## config.mk

```make
export PLATFORM = sky130hd
export DESIGN_NAME = primitive_root_search
export DESIGN_NICKNAME = d
export VERILOG_FILES = /design/src/sv/prs_pkg.sv /design/src/sv/primitive_root_search.sv
export SDC_FILE = /design/constraint.sdc
export NUM_CORES = 2
export LEC_CHECK = 0
export BUFFER_PORTS_ARGS = -buffer_cell sky130_fd_sc_hd__buf_2
export CAP_MARGIN = 20
export CORE_UTILIZATION = 40
export DETAILED_ROUTE_END_ITERATION = 10
export PLACE_DENSITY = 0.58
export SLEW_MARGIN = 0
export SYNTH_ARGS = -nofsm -noshare
export SYNTH_HDL_FRONTEND = slang
export SYNTH_SLANG_ARGS = --single-unit
```

## constraint.sdc

```tcl
create_clock -name clk -period 14.6 [get_ports clk]
set_input_delay 0.73 -clock clk [delete_from_list [all_inputs] [get_ports clk]]
set_output_delay 0.73 -clock clk [all_outputs]
set_load 0.005 [all_outputs]
```

## src/sv/prs_pkg.sv

```systemverilog
`timescale 1ns / 1ps

package prs_pkg;

  localparam int MAX_FACTORS = 16;
  localparam int DATA_W      = 64;
  localparam int CNT_W       = $clog2(MAX_FACTORS + 1);
  localparam int IDX_W       = (MAX_FACTORS > 1) ? $clog2(MAX_FACTORS) : 1;
  localparam int BIT_W       = $clog2(DATA_W);

  typedef logic [DATA_W-1:0] word_t;

  typedef enum logic [2:0] {
    S_IDLE,
    S_SCAN,
    S_FSEL,
    S_DIV,
    S_PSTEP,
    S_MUL,
    S_OUT
  } state_t;

  // (a + b) mod m for a, b < m.
  function automatic word_t add_mod(input word_t a, input word_t b, input word_t m);
    word_t room;
    room = m - b;
    return (a >= room) ? (a - room) : (a + b);
  endfunction

endpackage

```

## src/sv/primitive_root_search.sv

```systemverilog
`timescale 1ns / 1ps

// Smallest primitive root modulo p.
// Input channel (in_valid/in_ready): each transaction carries the modulus and
// optionally one distinct prime factor of p-1 (in_factor_valid). The
// transaction with in_last_factor set closes the list and starts the search;
// the modulus of that transaction is used. Up to prs_pkg::MAX_FACTORS factors
// are held, further ones are dropped.
// Result channel (out_valid/out_ready): one transaction with out_root per
// search, the first candidate x in 2..p-2 with x^((p-1)/q) != 1 mod p for all
// factors q, or the fallback (1 for p of 1 or 2, 2 for 3, 3 for 4, else 0).
// Timing: every factor test runs a bit-serial divider and a
// square-and-multiply power built on one bit-serial modular multiplier
// that serves both squares and products, and a whole search costs one test
// times factors times rejected candidates. For p below four no search runs:
// the machine enters S_OUT, loads the fallback there and then offers the
// result. Factor-only transactions are taken back to back while idle. Only one search is in flight;
// in_ready is low from the closing transaction until the result has been
// taken, and the result is held while out_ready is low.
// Reset empties the factor list and returns to idle.
module primitive_root_search (
  input  logic                    clk,
  input  logic                    rst_n,
  input  logic                    in_valid,
  output logic                    in_ready,
  input  logic [63:0]             in_modulus,
  input  logic [63:0]             in_prime_factor,
  input  logic                    in_factor_valid,
  input  logic                    in_last_factor,
  output logic                    out_valid,
  input  logic                    out_ready,
  output logic [63:0]             out_root
);

  prs_pkg::state_t state_r, state_nxt;

  prs_pkg::word_t store_r [prs_pkg::MAX_FACTORS];
  logic [prs_pkg::CNT_W-1:0] count_r, count_nxt;
  logic [prs_pkg::CNT_W-1:0] idx_r, idx_nxt;

  prs_pkg::word_t p_r, p_nxt, phi;
  prs_pkg::word_t x_r, x_nxt;
  prs_pkg::word_t root_r, root_nxt;
  logic           rej_r, rej_nxt;

  // Divider: quotient shifts in where the dividend shifts out.
  prs_pkg::word_t  dq_r, dq_nxt;
  prs_pkg::word_t  rem_r, rem_nxt;
  logic [64:0]     rem_sh;

  // Power and multiplier.
  prs_pkg::word_t  e_r, e_nxt;
  prs_pkg::word_t  res_r, res_nxt;
  prs_pkg::word_t  b_r, b_nxt;
  prs_pkg::word_t  ma_r, ma_nxt;
  prs_pkg::word_t  mb_r, mb_nxt;
  prs_pkg::word_t  acc_r, acc_nxt;
  logic            phase_r, phase_nxt;
  logic            sq_r, sq_nxt;
  logic            did_res_r, did_res_nxt;
  logic [prs_pkg::BIT_W-1:0] bit_r, bit_nxt;

  logic            in_acc;
  logic            store_we;
  prs_pkg::word_t  cur_q;
  prs_pkg::word_t  fallback;

  assign in_acc   = in_valid && in_ready;
  assign store_we = in_acc && in_factor_valid &&
                    (count_r < prs_pkg::CNT_W'(prs_pkg::MAX_FACTORS));
  assign phi      = p_r - 64'd1;
  assign cur_q    = store_r[idx_r[prs_pkg::IDX_W-1:0]];
  assign rem_sh   = {rem_r, dq_r[63]};

  always_comb begin
    case (p_r)
      64'd1, 64'd2: fallback = 64'd1;
      64'd3:        fallback = 64'd2;
      64'd4:        fallback = 64'd3;
      default:      fallback = 64'd0;
    endcase
  end

  always_comb begin
    state_nxt   = state_r;
    count_nxt   = count_r;
    idx_nxt     = idx_r;
    p_nxt       = p_r;
    x_nxt       = x_r;
    root_nxt    = root_r;
    rej_nxt     = rej_r;
    dq_nxt      = dq_r;
    rem_nxt     = rem_r;
    e_nxt       = e_r;
    res_nxt     = res_r;
    b_nxt       = b_r;
    ma_nxt      = ma_r;
    mb_nxt      = mb_r;
    acc_nxt     = acc_r;
    phase_nxt   = phase_r;
    sq_nxt      = sq_r;
    did_res_nxt = did_res_r;
    bit_nxt     = bit_r;
    case (state_r)
      prs_pkg::S_IDLE: begin
        if (in_acc) begin
          if (store_we) begin
            count_nxt = count_r + 1'b1;
          end
          if (in_last_factor) begin
            p_nxt   = in_modulus;
            idx_nxt = '0;
            rej_nxt = 1'b0;
            if (in_modulus < 64'd4) begin
              root_nxt  = '0;
              state_nxt = prs_pkg::S_OUT;
              // Fallback resolved below once p_r holds the modulus.
              rej_nxt   = 1'b1;
            end else begin
              state_nxt = prs_pkg::S_SCAN;
            end
          end
        end
      end
      prs_pkg::S_SCAN: begin
        if (idx_r == count_r) begin
          idx_nxt = '0;
          x_nxt   = 64'd2;
          if (rej_r) begin
            root_nxt  = fallback;
            state_nxt = prs_pkg::S_OUT;
          end else begin
            state_nxt = prs_pkg::S_FSEL;
          end
        end else begin
          if (cur_q > phi) begin
            rej_nxt = 1'b1;
          end
          idx_nxt = idx_r + 1'b1;
        end
      end
      prs_pkg::S_FSEL: begin
        if (idx_r == count_r) begin
          root_nxt  = x_r;
          rej_nxt   = 1'b0;
          state_nxt = prs_pkg::S_OUT;
        end else if (cur_q == '0) begin
          idx_nxt = idx_r + 1'b1;
        end else begin
          dq_nxt    = phi;
          rem_nxt   = '0;
          bit_nxt   = '0;
          state_nxt = prs_pkg::S_DIV;
        end
      end
      prs_pkg::S_DIV: begin
        if (rem_sh >= {1'b0, cur_q}) begin
          rem_nxt = prs_pkg::word_t'(rem_sh - {1'b0, cur_q});
          dq_nxt  = {dq_r[62:0], 1'b1};
        end else begin
          rem_nxt = rem_sh[63:0];
          dq_nxt  = {dq_r[62:0], 1'b0};
        end
        bit_nxt = bit_r + 1'b1;
        if (bit_r == '1) begin
          e_nxt       = dq_nxt;
          res_nxt     = 64'd1;
          b_nxt       = x_r;
          did_res_nxt = 1'b0;
          state_nxt   = prs_pkg::S_PSTEP;
        end
      end
      prs_pkg::S_PSTEP: begin
        if (e_r == '0) begin
          if (res_r == 64'd1) begin
            x_nxt   = x_r + 64'd1;
            idx_nxt = '0;
            if (x_nxt >= phi) begin
              root_nxt  = fallback;
              state_nxt = prs_pkg::S_OUT;
            end else begin
              state_nxt = prs_pkg::S_FSEL;
            end
          end else begin
            idx_nxt   = idx_r + 1'b1;
            state_nxt = prs_pkg::S_FSEL;
          end
        end else begin
          acc_nxt   = '0;
          bit_nxt   = '0;
          phase_nxt = 1'b0;
          state_nxt = prs_pkg::S_MUL;
          if (e_r[0] && !did_res_r) begin
            ma_nxt = res_r;
            mb_nxt = b_r;
            sq_nxt = 1'b0;
          end else begin
            ma_nxt = b_r;
            mb_nxt = b_r;
            sq_nxt = 1'b1;
          end
        end
      end
      prs_pkg::S_MUL: begin
        // Doubling on one cycle, conditional add of ma on the next.
        if (!phase_r) begin
          acc_nxt   = prs_pkg::add_mod(acc_r, acc_r, p_r);
          phase_nxt = 1'b1;
        end else begin
          if (mb_r[63]) begin
            acc_nxt = prs_pkg::add_mod(acc_r, ma_r, p_r);
          end
          mb_nxt    = {mb_r[62:0], 1'b0};
          phase_nxt = 1'b0;
          bit_nxt   = bit_r + 1'b1;
          if (bit_r == '1) begin
            state_nxt = prs_pkg::S_PSTEP;
            if (sq_r) begin
              b_nxt       = acc_nxt;
              e_nxt       = {1'b0, e_r[63:1]};
              did_res_nxt = 1'b0;
            end else begin
              res_nxt     = acc_nxt;
              did_res_nxt = 1'b1;
            end
          end
        end
      end
      prs_pkg::S_OUT: begin
        if (rej_r) begin
          root_nxt = fallback;
          rej_nxt  = 1'b0;
        end else if (out_ready) begin
          count_nxt = '0;
          state_nxt = prs_pkg::S_IDLE;
        end
      end
      default: begin
        state_nxt = prs_pkg::S_IDLE;
      end
    endcase
  end

  always_comb begin
    in_ready  = (state_r == prs_pkg::S_IDLE);
    out_valid = (state_r == prs_pkg::S_OUT) && !rej_r;
    out_root  = root_r;
  end

  always_ff @(posedge clk) begin
    if (!rst_n) begin
      state_r <= prs_pkg::S_IDLE;
      count_r <= '0;
      rej_r   <= 1'b0;
    end else begin
      state_r <= state_nxt;
      count_r <= count_nxt;
      rej_r   <= rej_nxt;
    end
  end

  always_ff @(posedge clk) begin
    idx_r     <= idx_nxt;
    p_r       <= p_nxt;
    x_r       <= x_nxt;
    root_r    <= root_nxt;
    dq_r      <= dq_nxt;
    rem_r     <= rem_nxt;
    e_r       <= e_nxt;
    res_r     <= res_nxt;
    b_r       <= b_nxt;
    ma_r      <= ma_nxt;
    mb_r      <= mb_nxt;
    acc_r     <= acc_nxt;
    phase_r   <= phase_nxt;
    sq_r      <= sq_nxt;
    did_res_r <= did_res_nxt;
    bit_r     <= bit_nxt;
    if (store_we) begin
      store_r[count_r[prs_pkg::IDX_W-1:0]] <= in_prime_factor;
    end
  end

`ifndef SYNTHESIS
  a_count_bound: assert property (@(posedge clk) disable iff (!rst_n)
    count_r <= prs_pkg::CNT_W'(prs_pkg::MAX_FACTORS))
    else $error("factor count above store depth");

  a_acc_reduced: assert property (@(posedge clk) disable iff (!rst_n)
    state_r == prs_pkg::S_MUL |-> acc_r < p_r && ma_r < p_r)
    else $error("multiplier operand not reduced");

  a_res_reduced: assert property (@(posedge clk) disable iff (!rst_n)
    state_r == prs_pkg::S_PSTEP |-> res_r < p_r && b_r < p_r)
    else $error("power state not reduced");

  a_no_overlap: assert property (@(posedge clk) disable iff (!rst_n)
    !(in_ready && out_valid))
    else $error("input taken while a result is pending");
`endif

endmodule

```

==> metrics.txt <==
# TYPE chip_impl_metric gauge
chip_impl_metric{name="initial_antenna_violation_count",unit=""} 18
chip_impl_metric{name="hold_viol",unit=""} 0
chip_impl_metric{name="die_h",unit="um"} 494.7
chip_impl_metric{name="maximum_clock_path_buffer_count",unit=""} 3
chip_impl_metric{name="vias",unit=""} 67930
chip_impl_metric{name="max_freq",unit="MHz"} 113.2
chip_impl_info{name="critPathTopFamily",value="compound AO/OA/AOI/OAI gates"} 1
chip_impl_metric{name="routed_via_density",unit=""} 5.927
chip_impl_metric{name="final_nets",unit=""} 8781
chip_impl_metric{name="irDropWorstVdd",unit="mV"} 0.1630
chip_impl_metric{name="switching_share",unit="%"} 45.73
chip_impl_metric{name="clock_sinks",unit=""} 1755
chip_impl_metric{name="place.port_buffers",unit=""} 199
chip_impl_metric{name="cp.arrival",unit="ns"} 9.45
chip_impl_metric{name="cp_slowest_stage_delay",unit="ns"} 0.86
chip_impl_info{name="hold_path.startpoint",value="in_modulus[59]"} 1
chip_impl_info{name="yosys-top-cells-count",value="edfxtp_1 (1,742), nand2_1 (773), a21oi_1 (583), nor2_1 (582), ha_1 (519)"} 1
chip_impl_info{name="synth.top_cells.by_area",value="edfxtp_1 (54%), mux4_2 (7.4%), ha_1 (6.7%), a21oi_1 (3.0%), nand2_1 (3.0%)"} 1
chip_impl_info{name="nature_of_the_critical_path_endpoint",value="flop"} 1
chip_impl_metric{name="route.detailed.drc",unit=""} 0
chip_impl_metric{name="dpl_worst_slack",unit="ns"} 5.663
chip_impl_metric{name="whs",unit="ns"} 0.05914
chip_impl_metric{name="final_layout_size_suffix_gt1_share",unit="%"} 12.47
chip_impl_metric{name="synth_seq_area_share",unit="%"} 54.13
chip_impl_metric{name="grt_max_degree",unit=""} 159
chip_impl_metric{name="netlist.area_leader.share",unit="%"} 53.87
chip_impl_metric{name="die_w",unit="um"} 494.7
chip_impl_metric{name="placement_rows",unit=""} 180
chip_impl_metric{name="drt_iter0_markers",unit=""} 6410
chip_impl_metric{name="setup_viol_count_final",unit=""} 0
chip_impl_metric{name="clkLatencyLatePin",unit="ns"} 0.87
chip_impl_info{name="min_delay_worst_endpoint",value="p_r[59]$_DFFE_PP_"} 1
chip_impl_info{name="hp-class",value="in -> reg"} 1
chip_impl_metric{name="synth_fp_nets",unit=""} 8655
chip_impl_metric{name="routed_wire_length_per_instance",unit="um"} 27.70
chip_impl_metric{name="maxSlewHeadroom",unit="%"} 24.76
chip_impl_metric{name="die_area",unit="um^2"} 244800
chip_impl_metric{name="synth-async-reset-ratio",unit="%"} 0
chip_impl_info{name="yosys_most_used_dff",value="edfxtp_1"} 1
chip_impl_metric{name="postSynthCellCount",unit=""} 7996
chip_impl_metric{name="final_cell_area",unit="um^2"} 107600
chip_impl_metric{name="min_delay_path_depth",unit=""} 1
chip_impl_metric{name="gp_routability_congestion",unit=""} 0.9927
chip_impl_info{name="netlist.top_cell.by_area",value="edfxtp_1"} 1
chip_impl_metric{name="tightest_slew",unit="ns"} 1.122
chip_impl_metric{name="core-area",unit="um^2"} 241000
chip_impl_info{name="status",value="finished, final reports clean"} 1
chip_impl_metric{name="synth_area_per_cell",unit="um^2"} 12.15
chip_impl_metric{name="seq_power_share",unit="%"} 26.1
chip_impl_metric{name="remaining_global_route_overflow",unit=""} 0
chip_impl_metric{name="final_layout_setup_total_negative_slack",unit="ns"} 0
chip_impl_metric{name="place_area",unit="um^2"} 101800
chip_impl_metric{name="totalPowerFinal",unit="mW"} 25.53
chip_impl_metric{name="yosys_warnings",unit=""} 0
chip_impl_metric{name="ctsHtreeMaxLevel",unit=""} 4
chip_impl_metric{name="path_max_fanout",unit=""} 27
chip_impl_info{name="launch_instance_of_the_worst_register_to_register_path",value="p_r[0]$_DFFE_PP_"} 1
chip_impl_metric{name="clock_power_share",unit="%"} 18.0
chip_impl_info{name="cp-start-kind",value="flop"} 1
chip_impl_metric{name="io_pins",unit=""} 200
chip_impl_metric{name="synth_enable_flop_cells",unit=""} 1742
chip_impl_info{name="cts_tree",value="yes"} 1
chip_impl_metric{name="cts.hold.buffers_added",unit=""} 0
chip_impl_metric{name="total_leakage_power",unit="nW"} 39.52
chip_impl_metric{name="post-route-min-period",unit="ns"} 8.832
chip_impl_metric{name="power_switching",unit="mW"} 11.67
chip_impl_info{name="clock_tree.root_cell",value="clkbuf_16"} 1
chip_impl_metric{name="drtAntennaViolNets",unit=""} 0
chip_impl_info{name="rr_endpoint",value="acc_r[60]$_SDFFCE_PN0P_"} 1
chip_impl_metric{name="grt_pass1_wl",unit="mm"} 455.5
chip_impl_metric{name="intPower",unit="mW"} 13.85
chip_impl_metric{name="synth.ff_latch_count",unit=""} 1755
chip_impl_info{name="cp_slowest_cell",value="nor2_1"} 1
chip_impl_metric{name="totalWireLength",unit="mm"} 317.5
chip_impl_metric{name="grt_use_total",unit="%"} 25.54
chip_impl_metric{name="cts_resized",unit=""} 0
chip_impl_metric{name="ys_types",unit=""} 95
chip_impl_info{name="yosysMostFrequentCell",value="edfxtp_1"} 1
chip_impl_metric{name="cts_made_buffers",unit=""} 179
chip_impl_metric{name="first_pass_iters",unit=""} 6
chip_impl_metric{name="start_util",unit="%"} 40.30
chip_impl_metric{name="fillers",unit=""} 21940
chip_impl_metric{name="crit_buf_inv",unit=""} 3
chip_impl_metric{name="worst-r2r-setup-slack",unit="ns"} 5.77
chip_impl_metric{name="syn-cell-area",unit="um^2"} 97110
chip_impl_metric{name="finalMaxSlewViolations",unit=""} 0
chip_impl_metric{name="part_of_the_power_in_combinational_logic",unit="%"} 55.9
chip_impl_metric{name="finalClockSkew",unit="ns"} 0.06059
chip_impl_metric{name="postCtsSetupBuffers",unit=""} 0
chip_impl_metric{name="clk_transition_reported_paths",unit="ns"} 0.06
chip_impl_metric{name="power_dens_cells",unit="nW/um^2"} 237.2
chip_impl_metric{name="drv_cap",unit=""} 0
chip_impl_metric{name="final.period_utilization",unit="%"} 60.50
chip_impl_metric{name="setup_slack",unit="ns"} 5.768
chip_impl_info{name="rsz0062_at_grt",value="no"} 1
chip_impl_info{name="setup.worst_path.class",value="reg -> reg"} 1
chip_impl_metric{name="post-dp-hpwl",unit="mm"} 228.6
chip_impl_metric{name="via_count_of_the_first_global_routing_pass",unit=""} 66960
chip_impl_metric{name="area_growth",unit="%"} 10.84
chip_impl_metric{name="worst-r2r-cell-count",unit=""} 26
chip_impl_metric{name="worst-endpoint-required",unit="ns"} 15.22
[worst max path at each step]
stage / startpoint / end / slack, ns / cells past startpoint
finish: p_r[0]$_DFFE_PP_ / acc_r[60]$_SDFFCE_PN0P_ / 5.77 / 26
global route: p_r[0]$_DFFE_PP_ / acc_r[60]$_SDFFCE_PN0P_ / 5.39 / 26
CTS: p_r[0]$_DFFE_PP_ / acc_r[60]$_SDFFCE_PN0P_ / 5.64 / 26
detailed placement: p_r[0]$_DFFE_PP_ / acc_r[60]$_SDFFCE_PN0P_ / 5.66 / 26
global placement: p_r[0]$_DFFE_PP_ / acc_r[60]$_SDFFCE_PN0P_ / 5.71 / 26
floorplan: flop / bit_r[0]$_SDFFCE_PN0P_ / 2.22 / 10
[kinds of logic (layout without fill, tap and decap cells)]
family / Yosys count / after routing / share of synthesized area (%)
AO/OA/AOI/OAI: 1840 / 1840 / 12.11
XOR/XNOR: 478 / 478 / 4.319
adder cells (fa/ha/maj): 526 / 526 / 6.821
buffers and inverters: 653 / 928 / 2.585
flip-flops: 1755 / 1755 / 54.13
multiplexers: 452 / 452 / 8.863
other: 0 / 5 / 0
AND/OR/NAND/NOR: 2292 / 2292 / 11.17
[flip-flops by register name, summed over array words and instances, names as in the netlist, named ones only]
register	cells
did_res_r	1
e_r	64
res_r	64
phase_r	1
rej_r	1
state_r	3
sq_r	1
idx_r	5
acc_r	64
p_r	64
rem_r	64
bit_r	6
count_r	5
store_r	1024
x_r	64
ma_r	64
dq_r	64
out_root	64
b_r	64
mb_r	64
[worst register-to-register path, cell delays in order (launching register included)]
cell and delay, ns:
edfxtp_1 0.52, inv_1 0.31, ha_1 0.25, fa_1 0.22, nor2b_1 0.06, o21ai_0 0.21
a21boi_0 0.17, o311ai_0 0.65, nand3_1 0.48, a32oi_1 0.50, a41oi_1 0.22, or4_1 0.51
o211ai_1 0.18, o21a_1 0.24, xor2_1 0.16, ha_1 0.32, a21oi_1 0.22, o21ai_0 0.10
a2111oi_0 0.74, nand2_1 0.20, o31ai_4 0.23, buf_4 0.31, inv_2 0.34, nor2_1 0.87
a221o_1 0.35, nand2_1 0.06, and3_1 0.20
[routing by layer]
layer | global-route usage, % | routed length, um
met5 | 0 | 75
met3 | 3.381 | 19210
met4 | 13.26 | 18350
met1 | 32.67 | 128700
met2 | 42.31 | 151200
[cell usage in the layout (no fill, tap or decap), types with 59 or more instances in the layout]
cell,instances
mux2i_1,60
nand2b_1,75
o21ai_0,340
nor3_1,93
and3_1,132
xor2_1,204
buf_4,91
clkbuf_16,181
inv_1,302
edfxtp_1,1742
xnor2_1,273
buf_2,199
nand3_1,120
and2_1,100
nand2_1,772
a21oi_1,583
mux2_2,69
mux4_2,319
a211oi_1,119
a21o_1,318
nor2_1,562
nor4_1,92
o21bai_1,59
ha_1,519
nor2b_1,76
nand4_1,126
[through the flow]
| stage | util [%] | std cells |
|---|---|---|
| after floorplan | - | 7996 |
| after global placement | 42.24 | 11130 |
| after detailed placement | 42.24 | 11130 |
| after CTS | 44.66 | 11460 |
| after global routing | 44.66 | 11460 |
| final | 44.67 | 11460 |
[power by group through the flow]
stage / sequential (mW) / combinational, mW / clock, mW
3_5_place_dp: 6.74 / 14.0 / 0
6_report: 6.66 / 14.3 / 4.59
4_1_cts: 6.64 / 14.1 / 4.67
5_1_grt: 6.69 / 15.3 / 4.85
3_3_place_gp: 6.74 / 14.0 / 0
2_1_floorplan: 6.54 / 9.72 / 0
[area by class of cell]
type	instances	area [um^2]	share of cell area [%]
clock buffer	215	4657	4.327
timing repair buffer	294	1759	1.634
tap	3185	3985	3.702
multi-input combinational	5588	42320	39.31
inverter	304	1141	1.060
clock inverter	115	1180	1.096
antenna	5	12.51	0.01162
sequential	1755	52590	48.86
(Power assumes the default switching activity.)
